### config.mk
export PLATFORM = sky130hd
export DESIGN_NAME = double_ended_queue
export DESIGN_NICKNAME = d
export VERILOG_FILES = /design/src/design/dq_pkg.sv /design/src/design/dq_ctrl.sv /design/src/design/dq_dpath.sv /design/src/design/double_ended_queue.sv
export SDC_FILE = /design/constraint.sdc
export NUM_CORES = 1
export LEC_CHECK = 0
export ABC_CLOCK_PERIOD_IN_PS = 4960
export BUFFER_PORTS_ARGS = -buffer_cell sky130_fd_sc_hd__buf_2
export CORE_MARGIN = 2
export CORE_UTILIZATION = 56
export CTS_BUF_LIST = sky130_fd_sc_hd__clkbuf_16
export DETAILED_ROUTE_END_ITERATION = 10
export HOLD_SLACK_MARGIN = 0.12
export PLACE_DENSITY = 0.79
export SYNTH_ARGS = -nofsm -noshare
export SYNTH_HDL_FRONTEND = slang
export SYNTH_SLANG_ARGS = --single-unit
### constraint.sdc
create_clock -name i_clk -period 4.96 [get_ports i_clk]
set_input_delay 0.496 -clock i_clk [delete_from_list [all_inputs] [get_ports i_clk]]
set_output_delay 0.496 -clock i_clk [all_outputs]
set_load 0.005 [all_outputs]
### src/design/dq_pkg.sv
// ----------------------------------------------------------------------------
// dq_pkg
// Shared types and codes for the double-ended queue: request modes, result
// status codes and the command/status bundles between controller and datapath.
// ----------------------------------------------------------------------------
package dq_pkg;

    // request modes
    localparam logic [2:0] MODE_PUSH_FRONT = 3'd0;
    localparam logic [2:0] MODE_PUSH_BACK  = 3'd1;
    localparam logic [2:0] MODE_POP_FRONT  = 3'd2;
    localparam logic [2:0] MODE_POP_BACK   = 3'd3;
    localparam logic [2:0] MODE_CLEAR      = 3'd4;

    // result status codes
    localparam logic [1:0] ST_DONE  = 2'd0;
    localparam logic [1:0] ST_EMPTY = 2'd1;
    localparam logic [1:0] ST_FULL  = 2'd2;

    // field widths fixed by the interface
    localparam int KEY_W   = 32;
    localparam int COUNT_W = 5;

    // controller to datapath
    typedef struct packed {
        logic accept;   // latch the incoming item
        logic exec;     // apply the request to the ring
        logic load;     // move the result into the output register
    } t_cmd;

    // datapath to controller
    typedef struct packed {
        logic out_free;  // output register can take a result this cycle
        logic count_ok;  // entry count within the store depth
    } t_sts;

endpackage

### src/design/dq_ctrl.sv
// ----------------------------------------------------------------------------
// dq_ctrl
// Request sequencer: takes one item, runs it through the ring datapath and
// waits for the output register before taking the next item.
// ----------------------------------------------------------------------------
module dq_ctrl
    import dq_pkg::*;
(
    input  logic i_clk,
    input  logic i_rst_n,
    input  logic i_in_valid,
    input  t_sts i_sts,
    output logic o_in_ready,
    output t_cmd o_cmd
);

    typedef enum logic [2:0] {
        S_IDLE = 3'b001,
        S_EXEC = 3'b010,
        S_LOAD = 3'b100
    } t_state;

    t_state r_state;
    t_state n_state;

    // next state
    always_comb begin
        n_state = r_state;
        case (r_state)
            S_IDLE: begin
                if (i_in_valid) n_state = S_EXEC;
            end
            S_EXEC: begin
                n_state = S_LOAD;
            end
            S_LOAD: begin
                if (i_sts.out_free) n_state = S_IDLE;
            end
            default: begin
                n_state = S_IDLE;
            end
        endcase
    end

    // state register
    always_ff @(posedge i_clk) begin
        if (!i_rst_n) begin
            r_state <= S_IDLE;
        end else begin
            r_state <= n_state;
        end
    end

    // commands
    assign o_in_ready   = (r_state == S_IDLE);
    assign o_cmd.accept = (r_state == S_IDLE) && i_in_valid;
    assign o_cmd.exec   = (r_state == S_EXEC);
    assign o_cmd.load   = (r_state == S_LOAD) && i_sts.out_free;

endmodule

### src/design/dq_dpath.sv
// ----------------------------------------------------------------------------
// dq_dpath
// Ring datapath: request latch, front pointer and entry count, the key
// store with a registered read, and the output register.
// ----------------------------------------------------------------------------
module dq_dpath
    import dq_pkg::*;
#(
    parameter int DEPTH = 16
) (
    input  logic                       i_clk,
    input  logic                       i_rst_n,
    input  t_cmd                       i_cmd,
    input  logic [2:0]                 i_mode,
    input  logic signed [KEY_W-1:0]    i_key,
    input  logic                       i_out_ready,
    output t_sts                       o_sts,
    output logic                       o_out_valid,
    output logic signed [KEY_W-1:0]    o_out_key,
    output logic [1:0]                 o_out_status,
    output logic [COUNT_W-1:0]         o_out_count
);

    localparam int AW = (DEPTH > 1) ? $clog2(DEPTH) : 1;
    localparam int CW = $clog2(DEPTH + 1);

    // latched request
    logic [2:0]                r_mode;
    logic signed [KEY_W-1:0]   r_key;

    // ring state
    logic [AW-1:0]             r_front;
    logic [AW-1:0]             n_front;
    logic [CW-1:0]             r_count;
    logic [CW-1:0]             n_count;

    // per-item result
    logic [1:0]                r_status;
    logic [1:0]                n_status;
    logic                      r_pop_ok;
    logic                      n_pop_ok;

    // key store
    logic [KEY_W-1:0]          mem [DEPTH];
    logic [KEY_W-1:0]          r_rd_data;
    logic                      mem_we;
    logic                      mem_re;
    logic [AW-1:0]             mem_addr;

    // output register
    logic                      r_out_valid;
    logic signed [KEY_W-1:0]   r_out_key;
    logic [1:0]                r_out_status;
    logic [COUNT_W-1:0]        r_out_count;

    // ring arithmetic
    logic                      is_full;
    logic                      is_empty;
    logic [AW-1:0]             front_inc;
    logic [AW-1:0]             front_dec;
    logic [AW-1:0]             offset;
    logic [AW:0]               pos_sum;
    logic [AW-1:0]             back_pos;
    logic [CW+COUNT_W-1:0]     count_ext;

    assign is_full   = (r_count == CW'(DEPTH));
    assign is_empty  = (r_count == '0);
    assign front_inc = (r_front == AW'(DEPTH - 1)) ? '0 : r_front + 1'b1;
    assign front_dec = (r_front == '0) ? AW'(DEPTH - 1) : r_front - 1'b1;

    // push back writes at front+count, pop back reads at front+count-1
    assign offset    = (r_mode == MODE_PUSH_BACK) ? r_count[AW-1:0]
                                                  : AW'(r_count - 1'b1);
    assign pos_sum   = {1'b0, r_front} + {1'b0, offset};
    assign back_pos  = (pos_sum >= (AW+1)'(DEPTH)) ? AW'(pos_sum - (AW+1)'(DEPTH))
                                                   : pos_sum[AW-1:0];

    // request decode
    always_comb begin
        n_front  = r_front;
        n_count  = r_count;
        n_status = ST_DONE;
        n_pop_ok = 1'b0;
        mem_we   = 1'b0;
        mem_re   = 1'b0;
        mem_addr = r_front;
        case (r_mode)
            MODE_PUSH_FRONT: begin
                if (is_full) begin
                    n_status = ST_FULL;
                end else begin
                    n_front  = front_dec;
                    mem_addr = front_dec;
                    mem_we   = 1'b1;
                    n_count  = r_count + 1'b1;
                end
            end
            MODE_PUSH_BACK: begin
                if (is_full) begin
                    n_status = ST_FULL;
                end else begin
                    mem_addr = back_pos;
                    mem_we   = 1'b1;
                    n_count  = r_count + 1'b1;
                end
            end
            MODE_POP_FRONT: begin
                if (is_empty) begin
                    n_status = ST_EMPTY;
                end else begin
                    mem_addr = r_front;
                    mem_re   = 1'b1;
                    n_pop_ok = 1'b1;
                    n_front  = front_inc;
                    n_count  = r_count - 1'b1;
                end
            end
            MODE_POP_BACK: begin
                if (is_empty) begin
                    n_status = ST_EMPTY;
                end else begin
                    mem_addr = back_pos;
                    mem_re   = 1'b1;
                    n_pop_ok = 1'b1;
                    n_count  = r_count - 1'b1;
                end
            end
            MODE_CLEAR: begin
                n_front = '0;
                n_count = '0;
            end
            default: begin
            end
        endcase
    end

    // request latch
    always_ff @(posedge i_clk) begin
        if (i_cmd.accept) begin
            r_mode <= i_mode;
            r_key  <= i_key;
        end
    end

    // ring pointers
    always_ff @(posedge i_clk) begin
        if (!i_rst_n) begin
            r_front <= '0;
            r_count <= '0;
        end else if (i_cmd.exec) begin
            r_front <= n_front;
            r_count <= n_count;
        end
    end

    // per-item status
    always_ff @(posedge i_clk) begin
        if (i_cmd.exec) begin
            r_status <= n_status;
            r_pop_ok <= n_pop_ok;
        end
    end

    // key store, single port with registered read
    always_ff @(posedge i_clk) begin
        if (i_cmd.exec && mem_we) begin
            mem[mem_addr] <= r_key;
        end
        if (i_cmd.exec && mem_re) begin
            r_rd_data <= mem[mem_addr];
        end
    end

    // count as seen on the port, masked to its width
    assign count_ext = {{COUNT_W{1'b0}}, r_count};

    // output register
    always_ff @(posedge i_clk) begin
        if (!i_rst_n) begin
            r_out_valid <= 1'b0;
        end else if (i_cmd.load) begin
            r_out_valid <= 1'b1;
        end else if (i_out_ready) begin
            r_out_valid <= 1'b0;
        end
    end

    always_ff @(posedge i_clk) begin
        if (i_cmd.load) begin
            r_out_key    <= r_pop_ok ? $signed(r_rd_data) : '0;
            r_out_status <= r_status;
            r_out_count  <= count_ext[COUNT_W-1:0];
        end
    end

    assign o_sts.out_free = !r_out_valid || i_out_ready;
    assign o_sts.count_ok = (r_count <= CW'(DEPTH));
    assign o_out_valid    = r_out_valid;
    assign o_out_key      = r_out_key;
    assign o_out_status   = r_out_status;
    assign o_out_count    = r_out_count;

endmodule

### src/design/double_ended_queue.sv
// Bounded double-ended queue of signed 32-bit keys in a ring store of DEPTH
// entries. Each item is a request (push front, push back, pop front, pop back,
// clear) and yields exactly one result item with the popped key, a status and
// the entry count afterwards. One request is handled at a time: an item is
// accepted, then applied to the ring with the single store access, then its
// result is loaded, and the input is not ready for a new item until that
// load is done. The output register holds the result until it is taken, and
// the next item is held off until that register frees.
// A pop on an empty queue reports empty; a push on a full queue reports full
// and drops the key. The store needs no clearing after reset.
// ----------------------------------------------------------------------------
// double_ended_queue
// Top level: request sequencer plus ring datapath.
// ----------------------------------------------------------------------------
module double_ended_queue
    import dq_pkg::*;
#(
    parameter int DEPTH = 16
) (
    input  logic                     i_clk,
    input  logic                     i_rst_n,
    input  logic                     i_in_valid,
    output logic                     o_in_ready,
    input  logic [2:0]               i_mode,
    input  logic signed [KEY_W-1:0]  i_key_in,
    output logic                     o_out_valid,
    input  logic                     i_out_ready,
    output logic signed [KEY_W-1:0]  o_key_out,
    output logic [1:0]               o_status,
    output logic [COUNT_W-1:0]       o_count
);

    t_cmd cmd;
    t_sts sts;

    // sequencer
    dq_ctrl u_ctrl (
        .i_clk      (i_clk),
        .i_rst_n    (i_rst_n),
        .i_in_valid (i_in_valid),
        .i_sts      (sts),
        .o_in_ready (o_in_ready),
        .o_cmd      (cmd)
    );

    // ring datapath
    dq_dpath #(
        .DEPTH (DEPTH)
    ) u_dpath (
        .i_clk        (i_clk),
        .i_rst_n      (i_rst_n),
        .i_cmd        (cmd),
        .i_mode       (i_mode),
        .i_key        (i_key_in),
        .i_out_ready  (i_out_ready),
        .o_sts        (sts),
        .o_out_valid  (o_out_valid),
        .o_out_key    (o_key_out),
        .o_out_status (o_status),
        .o_out_count  (o_count)
    );

`ifndef ASSERT_OFF
    // one item in flight: taking an item drops ready on the next cycle
    a_one_in_flight: assert property (@(posedge i_clk) disable iff (!i_rst_n)
        (i_in_valid && o_in_ready) |=> !o_in_ready)
        else $error("item accepted while another is in flight");

    // entry count never passes the store depth
    a_count_bound: assert property (@(posedge i_clk) disable iff (!i_rst_n)
        sts.count_ok)
        else $error("entry count above depth");

    // failed requests return a zero key
    a_key_zero: assert property (@(posedge i_clk) disable iff (!i_rst_n)
        (o_out_valid && (o_status == ST_EMPTY || o_status == ST_FULL))
            |-> (o_key_out == '0))
        else $error("nonzero key on failed request");

    // reserved status code never shows
    a_status_code: assert property (@(posedge i_clk) disable iff (!i_rst_n)
        o_out_valid |-> (o_status != 2'd3))
        else $error("reserved status code");
`endif

endmodule
# Word level (Yosys, flattened, before mapping)

Memory sizes are Yosys's and may differ from the RTL's. A register that Yosys moved wholly into a read port is not among the register bits.
Index checks and enable logic that the tools add are counted.

Register bits after elaboration: 90
Bits in writable memories: 512
Word-level logic and storage cells: 77
Memories: 1

Memory list:

| name        | words | bits a word | read ports | clocked after memory_dff | wr ports | line           | text |
|---|---|---|---|---|---|---|---|
| u_dpath.mem | 16    | 32          | 1          | 1                        | 1        | dq_dpath.sv:44 | `logic [KEY_W-1:0] mem [DEPTH];` |

Add/sub/neg operators: 6
Magnitude comparators: 1
Eq/ne operators: 14
Muxes and demuxes: 27
Reduce and logical (&&, ||, !) cells: 17

Operator list:

| cell                | count |
|---|---|
| $mux 4              | 8 |
| $pmux 4 s3          | 2 |
| $pmux 5 s3          | 1 |
| $mux 5              | 2 |
| $eq 3x2->1 const B  | 3 |
| $mux 1              | 9 |
| $pmux 3 s3          | 1 |
| $ne 2x2->1 const B  | 4 |
| $sub 4x1->4 const B | 2 |
| $eq 3x1->1 const B  | 2 |
| $eq 3x3->1 const B  | 2 |
| $mux 3              | 2 |
| $reduce_bool 3->1   | 2 |
| $add 4x4->5         | 1 |
| $add 5x1->5 const B | 1 |
| $eq 5x5->1 const B  | 1 |
| $ge 5x5->1 const B  | 1 |
| $logic_not 5->1     | 1 |
| $sub 5x1->5 const B | 1 |
| $add 4x1->4 const B | 1 |
| $eq 4x4->1 const B  | 1 |
| $logic_and 1x1->1   | 4 |
| $logic_not 4->1     | 1 |
| $pmux 2 s2          | 1 |
| other kinds (10)    | 11 |

# Longest topological paths before layout

Gate-level depths: netlist (run 1).

Depth in word-level cells: 7
Mapped depth: 14
Depth with buffers taken out: 13

# Cells and area by module

From an unflattened synthesis (run 1), not the netlist that was laid out.

Cells, all modules: 1,495
Area total of the unflattened synthesis: 24,584.8 µm²

Modules (own cells, without submodules):

| module   | times used | cells an instance | area each (µm²) | sequential area each (µm²) |
|---|---|---|---|---|
| dq_dpath | 1          | 1,480             | 24,414.7        | 18,848.1 |
| dq_ctrl  | 1          | 15                | 170.2           | 60.1 |

# Worst setup path after synthesis (run 1)

OpenSTA, ideal clock, no wires.

Kind: register to register
From: register u_dpath.r_mode[2]
To: memory u_dpath.mem[1][0] (enable)
Arrival: 4.433 ns
Setup slack: 0.106 ns
Cell stages (with the launch flop): 13
Buffers on the path: 1
Clock period less this slack: 4.854 ns
Path through: edfxtp_1 or3b_2 xnor2_1 ha_1 inv_1 fa_1 xnor2_1 mux2_2 o41ai_1 a31o_2 nand3_1 clkbuf_1 nor2_1

Word-level cells in the longest chain between the ends: 7
Elaborated cells between the ends (all ways): 16
Those cells by class: add/sub: 2; order compare: 1; eq/ne: 2; mux: 8; reduce/logical: 3

RTL lines:

| element                                   | line                            | text |
|---|---|---|
| start: declaration                        | dq_dpath.sv:28                  | `logic [2:0] r_mode;` |
| start signal: assignment                  | dq_dpath.sv:140                 | `r_mode <= i_mode;` |
| $eq 3x1->1                                | dq_dpath.sv:72, dq_dpath.sv:87  |  |
| $mux 4                                    | dq_dpath.sv:72                  | `assign offset = (r_mode == MODE_PUSH_BACK) ? r_count[AW-1:0]` |
| $add 4x4->5                               | dq_dpath.sv:74                  | `assign pos_sum = {1'b0, r_front} + {1'b0, offset};` |
| $sub 4x1->4 or $ge 5x5->1 (tied branches) | dq_dpath.sv:75                  | `assign back_pos = (pos_sum >= (AW+1)'(DEPTH)) ? AW'(pos_sum - (AW+1)'(DEPTH))` |
| $mux 4                                    | dq_dpath.sv:75                  |  |
| $mux 4, on equally long branches          | dq_dpath.sv:119, dq_dpath.sv:99 |  |
| $pmux 4 s3                                | dq_dpath.sv:87                  | `case (r_mode)` |
| end: declaration                          | dq_dpath.sv:44                  |  |

Parallel ways exist; a longest one is shown, timed or not.

# Final worst setup path (run 1)

From: register u_dpath.r_mode[2]
To: register u_dpath.r_rd_data[0] (read register of u_dpath.mem), data pin

Word-level cells in the longest chain between the ends: 7
Elaborated cells between the ends (all ways): 15
Those cells by class: add/sub: 2; order compare: 1; eq/ne: 3; mux: 6; reduce/logical: 3

RTL lines:

| element                                   | line                            | text |
|---|---|---|
| $eq 3x1->1                                | dq_dpath.sv:72, dq_dpath.sv:87  |  |
| $mux 4                                    | dq_dpath.sv:72                  |  |
| $add 4x4->5                               | dq_dpath.sv:74                  |  |
| $sub 4x1->4 or $ge 5x5->1 (tied branches) | dq_dpath.sv:75                  |  |
| $mux 4                                    | dq_dpath.sv:75                  |  |
| $mux 4, on equally long branches          | dq_dpath.sv:119, dq_dpath.sv:99 |  |
| $pmux 4 s3                                | dq_dpath.sv:87                  |  |
| end: declaration                          | dq_dpath.sv:45                  | `logic [KEY_W-1:0] r_rd_data;` |

Parallel ways exist; a longest one is shown, timed or not.
A chain may end at the register's enable or synchronous reset.

==> reports/summary.md, run 1 <==
The die width works out to 219.0 microns. The final hold violation count came out at 0. After synthesis, the largest family of logic cells by area is simple AND/OR/NAND/NOR gates. Traced cell by cell, the critical path runs through buf_4 -> nand2b_1 -> nor2_1 -> a21boi_0 -> ha_1 -> nand3_1 -> and3_1 -> o311a_1 -> or2_2 -> o21ai_4 -> buf_4 -> nor4_1 -> or4_1. The number of DRC markers after the initial detailed-route iteration was 2,084; the wire length per cell was 24.59 microns. The tools report the initial antenna violation count as 1.

Insertion delay to the later sink of the worst-skew pair: 0.65 ns. The logs give 0 ns for the total negative slack and 78 for the placement row count. The logs give 223.3 MHz for the timing-limited maximum frequency and 63.00 mm for the total wire length after detailed routing.

Overall overflow remaining after global route: 0. The via count of the first global-routing pass is 16,360. TritonCTS created 60 clock buffers. IR analysis of the VDD net gives a maximum drop of 0.2422 mV.

Of all flip-flops after synthesis, the portion carrying an async set or reset was 0%. The run gives 2 as the H-tree depth. TritonCTS built the clock tree.

Final number of max-transition violations: 0. The category of the most critical setup path is register to register. The power per cell area was 389.0 nW/um^2.

Compared with the post-synthesis result, the final layout area differs by 14.73%. Via-per-instance ratio: 6.522. The worst setup path is captured at a register.

Entering global routing, the biggest net connects 120 pins. The cell count along the critical path was 13; the area of the die was 47,970 sq um. The leakage power total was 9.630 nW. The core area is 45,480 sq um. The run gives 61 as the count of cell types in the netlist. For this configuration, the core starts out at a cell density of 56.92%.

The worst hold path begins at i_rst_n. The final clock skew was 0.03316 ns; the die height was 219.0 microns. Clock tree synthesis selected as its root buffer the cell sky130_fd_sc_hd__clkbuf_16. For the number of buffers inserted to repair setup after CTS, the log shows 0. For the worst flop-to-flop path, the logic depth is 13.

For the net count reported at finish, the log shows 1,965. The logs give 26.45% for the overall fraction of global-route tracks in use and 0.48 ns for the slack of the worst reg-to-reg path. On the critical path the largest part of the delay comes from simple AND/OR/NAND/NOR gates. For the total of warnings raised by yosys, the log shows 0. The cell repeated most along the worst path was sky130_fd_sc_hd__buf_4. The post-synthesis area per instance works out to 14.14 sq um. STA classifies the critical path startpoint as a register. The actual slew at the worst max-slew pin is 1.158 ns.

The run gives 5.33 ns as the data required time of the worst path. Fraction of layout cells with a size suffix above 1: 14.27%. Data arrives at the worst endpoint at 4.85 ns. The detail route stage leaves a number of antenna-violating nets equal to 0. The share of the Yosys chip area taken by registers is 73.04%. The slowest library cell on the worst path was sky130_fd_sc_hd__o21ai_4. After Yosys synthesis, XOR and XNOR cells account for 0.2900% of the synthesized area. The half-perimeter wire length after placement was 33.56 mm.

The endpoint identified for the worst register-to-register timing path is u_dpath.r_rd_data[0]$_DFFE_PP_. The pre-antenna-repair detailed-routing pass consisted of 5 iterations. The critical-path maximum fanout is 19. Leaving out fill and tap cells, the most frequent cells in the layout are 621 x sky130_fd_sc_hd__edfxtp_1, 262 x sky130_fd_sc_hd__nor3_1, 248 x sky130_fd_sc_hd__a211oi_1. In this run the worst hold path is classified as input pin to register. The final setup violation count is 0, and the count of antenna diodes in the layout is 0. Summing the areas of all compound-gate instances in the mapped netlist gives 9.560% of the synthesized area. The tool flagged a number of max-cap violations equal to 0. The mapped netlist covers 25,890 sq um. For this run, the leading register cell type out of synthesis is sky130_fd_sc_hd__edfxtp_1.

Following the worst setup path forward leads to its endpoint at u_dpath.r_rd_data[0]$_DFFE_PP_. Leaving out fill and tap cells, the most frequent cell in the layout is sky130_fd_sc_hd__edfxtp_1. The run finished with clean final reports. The fraction of synthesized area in multiplexers is 0.1692%, and the sum of buffers and inverters on the critical path is 2. The clock-pin slew of the registers on the worst-case setup and hold paths was 0.07 ns; the normalized max-slew margin was 22.83%. The cell count after synthesis is 1,831, and the first-pass GRT wire length is 96.26 mm. In the routed design, unresolved DRC markers number 0.

The number of sinks handled by clock tree synthesis was 634; the highest cell delay on the worst timing path was 0.58 ns. The share of synthesized cell area in and, or, nand and nor gates was 11.81%; the share of the clock period used by the worst path was 90.30%. The tools report the worst hold-check slack as 0.2005 ns. The worst flop-to-flop path startpoint is u_dpath.r_mode[2]$_DFFE_PP_. 80 I/O pins were placed.

The count of port buffers added during placement was 79. The worst path in the final design needs a cycle of 4.479 ns, including I/O delays and setup. The total via count after detailed routing was 16,710; the adder-cell share of the synthesized area was 0.5123%. Setup repair after global routing left no endpoint under its margin. In this run the worst setup path begins at u_dpath.r_mode[2]$_DFFE_PP_. The routability congestion estimate is 0.7996.

The number of flops mapped to enable cells by yosys is 621. The flop and latch count out of synthesis is 634, and the total nets after synthesis is 1,880. Counting along the longest clock path gives a buffer depth of 3.
registers in the layout, summed over array words and instances, names as in the netlist:
signal	cells
u_dpath.o_out_key	32
u_dpath.r_rd_data	32
u_dpath.mem	512
u_dpath.o_out_count	5
u_dpath.r_front	4
u_dpath.r_key	32
u_dpath.o_out_valid	1
u_dpath.r_mode	3
u_dpath.r_count	5
u_dpath.o_out_status	2
u_dpath.r_pop_ok	1
u_dpath.r_status	2
u_ctrl.r_state	3
metrics by stage:
stage	cells	setup WS, ns	util, %	power [mW]	area, sq um
5_1_grt	2562	0.3038	65.31	11.86	29700
3_5_place_dp	2418	0.5376	60.24	7.096	27400
4_1_cts	2562	0.4795	65.31	11.58	29700
6_report	2562	0.4810	65.31	11.55	29700
3_3_place_gp	2418	0.5858	60.24	7.067	27400
2_1_floorplan	1831	0.1060	-	6.754	25890
report_power, final:
| group | internal, mW | switching, mW | total, mW |
|---|---|---|---|
| registers | 5.94 | 0.0817 | 6.03 |
| logic | 0.323 | 0.680 | 1.00 |
| clock network | 2.58 | 1.94 | 4.53 |
| total | 8.85 | 2.70 | 11.6 |
cell families (layout without fill, tap and decap cells):
family | Yosys count | after routing
compound gates | 328 | 328
xor+xnor | 7 | 7
simple gates | 552 | 552
buf+inv | 296 | 427
mux | 4 | 4
flops | 634 | 634
fa+ha+maj | 10 | 10
timing repair:
| action | 4_1_cts | 5_1_grt |
|---|---|---|
| gates resized for setup | 0 | 0 |
| endpoints found under the setup margin | 0 | 0 |
| endpoints found under the hold margin | 36 | 0 |
| hold buffers | 36 | 0 |
synthesized netlist by cell type, drive strengths merged (4+ instances only):
cell type	number	area, sq um
edfxtp	621	18650
nor3	262	1311
a211oi	259	1994
inv	139	521.8
nor4	130	813.3
clkbuf	125	469.2
and2	36	225.2
nor2	33	123.9
buf	32	205.2
or4	32	240.2
nand2	22	82.58
o21ai	18	93.84
a21oi	13	65.06
dfxtp	13	260.3
nor2b	13	81.33
ha	9	112.6
nand3	7	35.03
xnor2	5	43.79
and3	4	25.02
layer usage:
metal / share of wire (%) / global-route usage, %
met1: 40 / 36.17
met4: 3.1 / 9.189
met5: 0 / 0
met3: 9.0 / 4.685
met2: 48 / 43.19
final cells by class:
class | instances | area, sq um
fillers | 3126 | 15780
flip-flops and latches | 634 | 18910
clock inverters | 47 | 420.4
inverters | 139 | 521.8
clock buffers | 61 | 1526
well taps | 600 | 750.7
multi-input cells | 901 | 6031
repair buffers | 180 | 1544
worst min-delay path by stage:
stage,endpoint,slack (ns),depth (start not counted)
floorplan,u_dpath.o_out_status[0]$_DFFE_PP_,0.40,0
global placement,u_dpath.o_out_status[0]$_DFFE_PP_,0.41,0
detailed placement,u_dpath.o_out_status[0]$_DFFE_PP_,0.41,0
CTS,u_dpath.o_out_valid$_SDFFE_PN0P_,0.18,2
global route,u_dpath.o_out_valid$_SDFFE_PN0P_,0.21,2
finish,u_dpath.o_out_valid$_SDFFE_PN0P_,0.20,2
Power figures use the tool's default switching activity.
==> inputs of run 2 (changes only) <==
==> constraint.sdc (replaced) <==
create_clock -name i_clk -period 4.96 [get_ports i_clk]
set_input_delay 0.992 -clock i_clk [delete_from_list [all_inputs] [get_ports i_clk]]
set_output_delay 0.992 -clock i_clk [all_outputs]
set_load 0.005 [all_outputs]
==> reports/summary.md, run 2 (synthesized netlist as in run 1, its figures left out) <==
The flow ran to the end, and the final reports show no timing, DRC or antenna violations. The worst setup path is captured at a register. The final number of max-transition violations is 0, and the area of the die is 47,970 sq um.

Once detailed placement completed, the half-perimeter wirelength came to 34.74 mm. Summing over every cut layer, the via total after detailed routing is 16,670. Entering global routing, the biggest net connects 77 pins.

Among all stages on the critical path, the largest delay is contributed by sky130_fd_sc_hd__o21ai_4. The signal on the critical path passes through or3b_2 -> nand2_1 -> xnor2_1 -> ha_1 -> a21oi_1 -> a21oi_1 -> o311a_1 -> or2_2 -> o21ai_4 -> buf_12 -> nor4_1 -> or4_1. The cell repeated most along the worst path was sky130_fd_sc_hd__a21oi_1. The total negative slack is 0 ns, and the sum of buffers and inverters on the critical path is 1.

Setup repair after global routing left no endpoint under its margin. Power spread over the standard cell area amounts to 394.2 nW/um^2. In this run the remaining antenna-violating nets after routing total 0.

Detailed-router iteration count before antenna repair: 5. The tools report the via count of the first global-routing pass as 16,320. In this run, the number of DRC markers left after iteration 0 of detailed routing was 2,078. In this run the standard cell core region covers 45,480 sq um. For the placement row count, the log shows 78. On the worst path, the slowest cell contributes a delay of 0.70 ns.

The net count reported at finish is 1,932, and the leakage power total is 9.527 nW. The register with the most flip-flops in the layout has 512 of them. For the initial antenna violation count, the log shows 1. The congestion estimate from routability-driven global placement came to 0.8479.

After clock tree synthesis, the repair step resized 0 gates. The insertion delay to the later sink of the worst-skew pair was 0.65 ns; the wire length per cell was 25.02 microns. The share of the clock period used by the worst path works out to 90.45%. Once the clock tree was built, the setup fixing pass inserted 0 buffers. The number of sinks handled by clock tree synthesis is 634, and the number of violations of the max-capacitance limit is 0. The remaining design rule violation count came out at 0. The die height was 219.0 microns; the instance count after placement with tap cells included was 2,420. The top cell types in the final layout, fill and taps aside, are 621 x sky130_fd_sc_hd__edfxtp_1, 262 x sky130_fd_sc_hd__nor3_1, 248 x sky130_fd_sc_hd__a211oi_1. The root buffer cell chosen for the clock tree is sky130_fd_sc_hd__clkbuf_16.

The H-tree depth came out at 2. The category of the most critical setup path was register to register. Once placement finished, the instance area stood at 27,500 sq um.

The nature of the critical path startpoint was a register. The critical-path maximum fanout works out to 20. From left edge to right edge, the die measures 219.0 microns. Clock-pin slew was measured on the worst setup and hold paths at 0.06 ns. Most common library cell in the layout ignoring fill and taps: sky130_fd_sc_hd__edfxtp_1. The normalized max-slew margin came out at 24.47%.

The logs give 80 for the top-level port count and 4.86 ns for the data arrival time of the worst path. In this run the tool buffered the top-level ports with 79 buffer cells. The overall overflow remaining after global route was 0. The worst-case IR drop observed on VDD is 0.2842 mV. The fraction of layout cells with a size suffix above 1 works out to 14.44%. TritonCTS built the clock tree.

Number of buffers created by CTS: 61. 0 antenna diodes ended up in the layout. The most flop-heavy register was u_dpath.mem. The post-route cell area was 29,480 sq um; the number of hold buffers added after CTS was 0. Starting utilization of the core area: 56.92%.

The overall fraction of global-route tracks in use is 26.86%, and the total wire length after detailed routing is 63.34 mm. The min-delay analysis places its worst path in the category register to register. Final hold violation count: 0.

On the final layout, the worst clock skew is 0.01629 ns. The worst path needs 4.487 ns of the cycle, external delays included. At the pin with the least slew margin, the transition time is 1.133 ns. Leaving out filler cells and counting taps, the final layout contains 2,532.

The maximum buffer depth of the clock tree was 3; the area overhead of the layout relative to synthesis was 13.87%. Cell family with the largest share of critical-path delay: simple AND/OR/NAND/NOR gates. The via-per-instance ratio is 6.584.

The first global-routing pass estimated 97.36 mm of wire. For the worst setup path, the data required time is 5.33 ns. The fraction of the core area covered by cells at the end of the flow was 64.82%; the timing-limited maximum frequency was 222.9 MHz. Setup violations remaining at the end of the flow were counted as 0.
run 2: cell types whose count changed in the layout (fill, tap and decap cells not counted):
cell | before | now
sky130_fd_sc_hd__inv_6 | 0 | 3
sky130_fd_sc_hd__clkinv_1 | 11 | 18
sky130_fd_sc_hd__clkbuf_16 | 61 | 62
sky130_fd_sc_hd__clkinv_8 | 1 | 0
sky130_fd_sc_hd__dlygate4sd3_1 | 36 | 0
sky130_fd_sc_hd__clkinvlp_4 | 1 | 2
sky130_fd_sc_hd__buf_12 | 24 | 31
sky130_fd_sc_hd__buf_4 | 41 | 36
sky130_fd_sc_hd__clkinv_2 | 14 | 7
run 2: worst paths after layout:
kind	start	to	slack, ns	depth (start not counted)
setup / recovery	u_dpath.r_mode[0]$_DFFE_PP_	u_dpath.r_rd_data[0]$_DFFE_PP_	0.47	12
hold / removal	u_dpath.r_status[0]$_DFFE_PP_	u_dpath.o_out_status[0]$_DFFE_PP_	0.42	0
setup reg to reg	u_dpath.r_mode[0]$_DFFE_PP_	u_dpath.r_rd_data[0]$_DFFE_PP_	0.47	12
hold reg to reg	u_dpath.r_status[0]$_DFFE_PP_	u_dpath.o_out_status[0]$_DFFE_PP_	0.42	0
run 2: per-stage QoR:
stage	hold WS (ns)	total power, mW	setup slack [ns]
3_5_place_dp	0.4062	7.127	0.4985
2_1_floorplan	0.4003	6.754	0.1060
4_1_cts	0.4208	11.64	0.4924
5_1_grt	0.4304	11.94	0.2878
6_report	0.4185	11.62	0.4735
3_3_place_gp	0.4038	7.094	0.5642
run 2: final cells by class:
cell class	instances	area (sq um)
Tap cell	600	750.7
Clock inverter	50	429.2
Fill cell	3143	16000
Inverter	139	521.8
Timing Repair Buffer	146	1286
Multi-Input combinational cell	901	6031
Sequential cell	634	18910
Clock buffer	62	1551
run 2: metal layers:
layer,part of all wire (%),vias to the layer above,track usage [%]
li1,-,7314,-
met3,8.4,182,4.352
met1,39,8262,36.93
met4,3.5,0,10.18
met5,0,-,0
met2,49,913,43.52
run 2: power by group:
| group | total (mW) | switching (mW) | internal [mW] | leakage, nW |
|---|---|---|---|---|
| clock | 4.59 | 1.97 | 2.62 | 1.01 |
| combinational | 1.00 | 0.677 | 0.327 | 2.82 |
| sequential | 6.03 | 0.0854 | 5.94 | 5.70 |
| total | 11.6 | 2.73 | 8.89 | 9.53 |
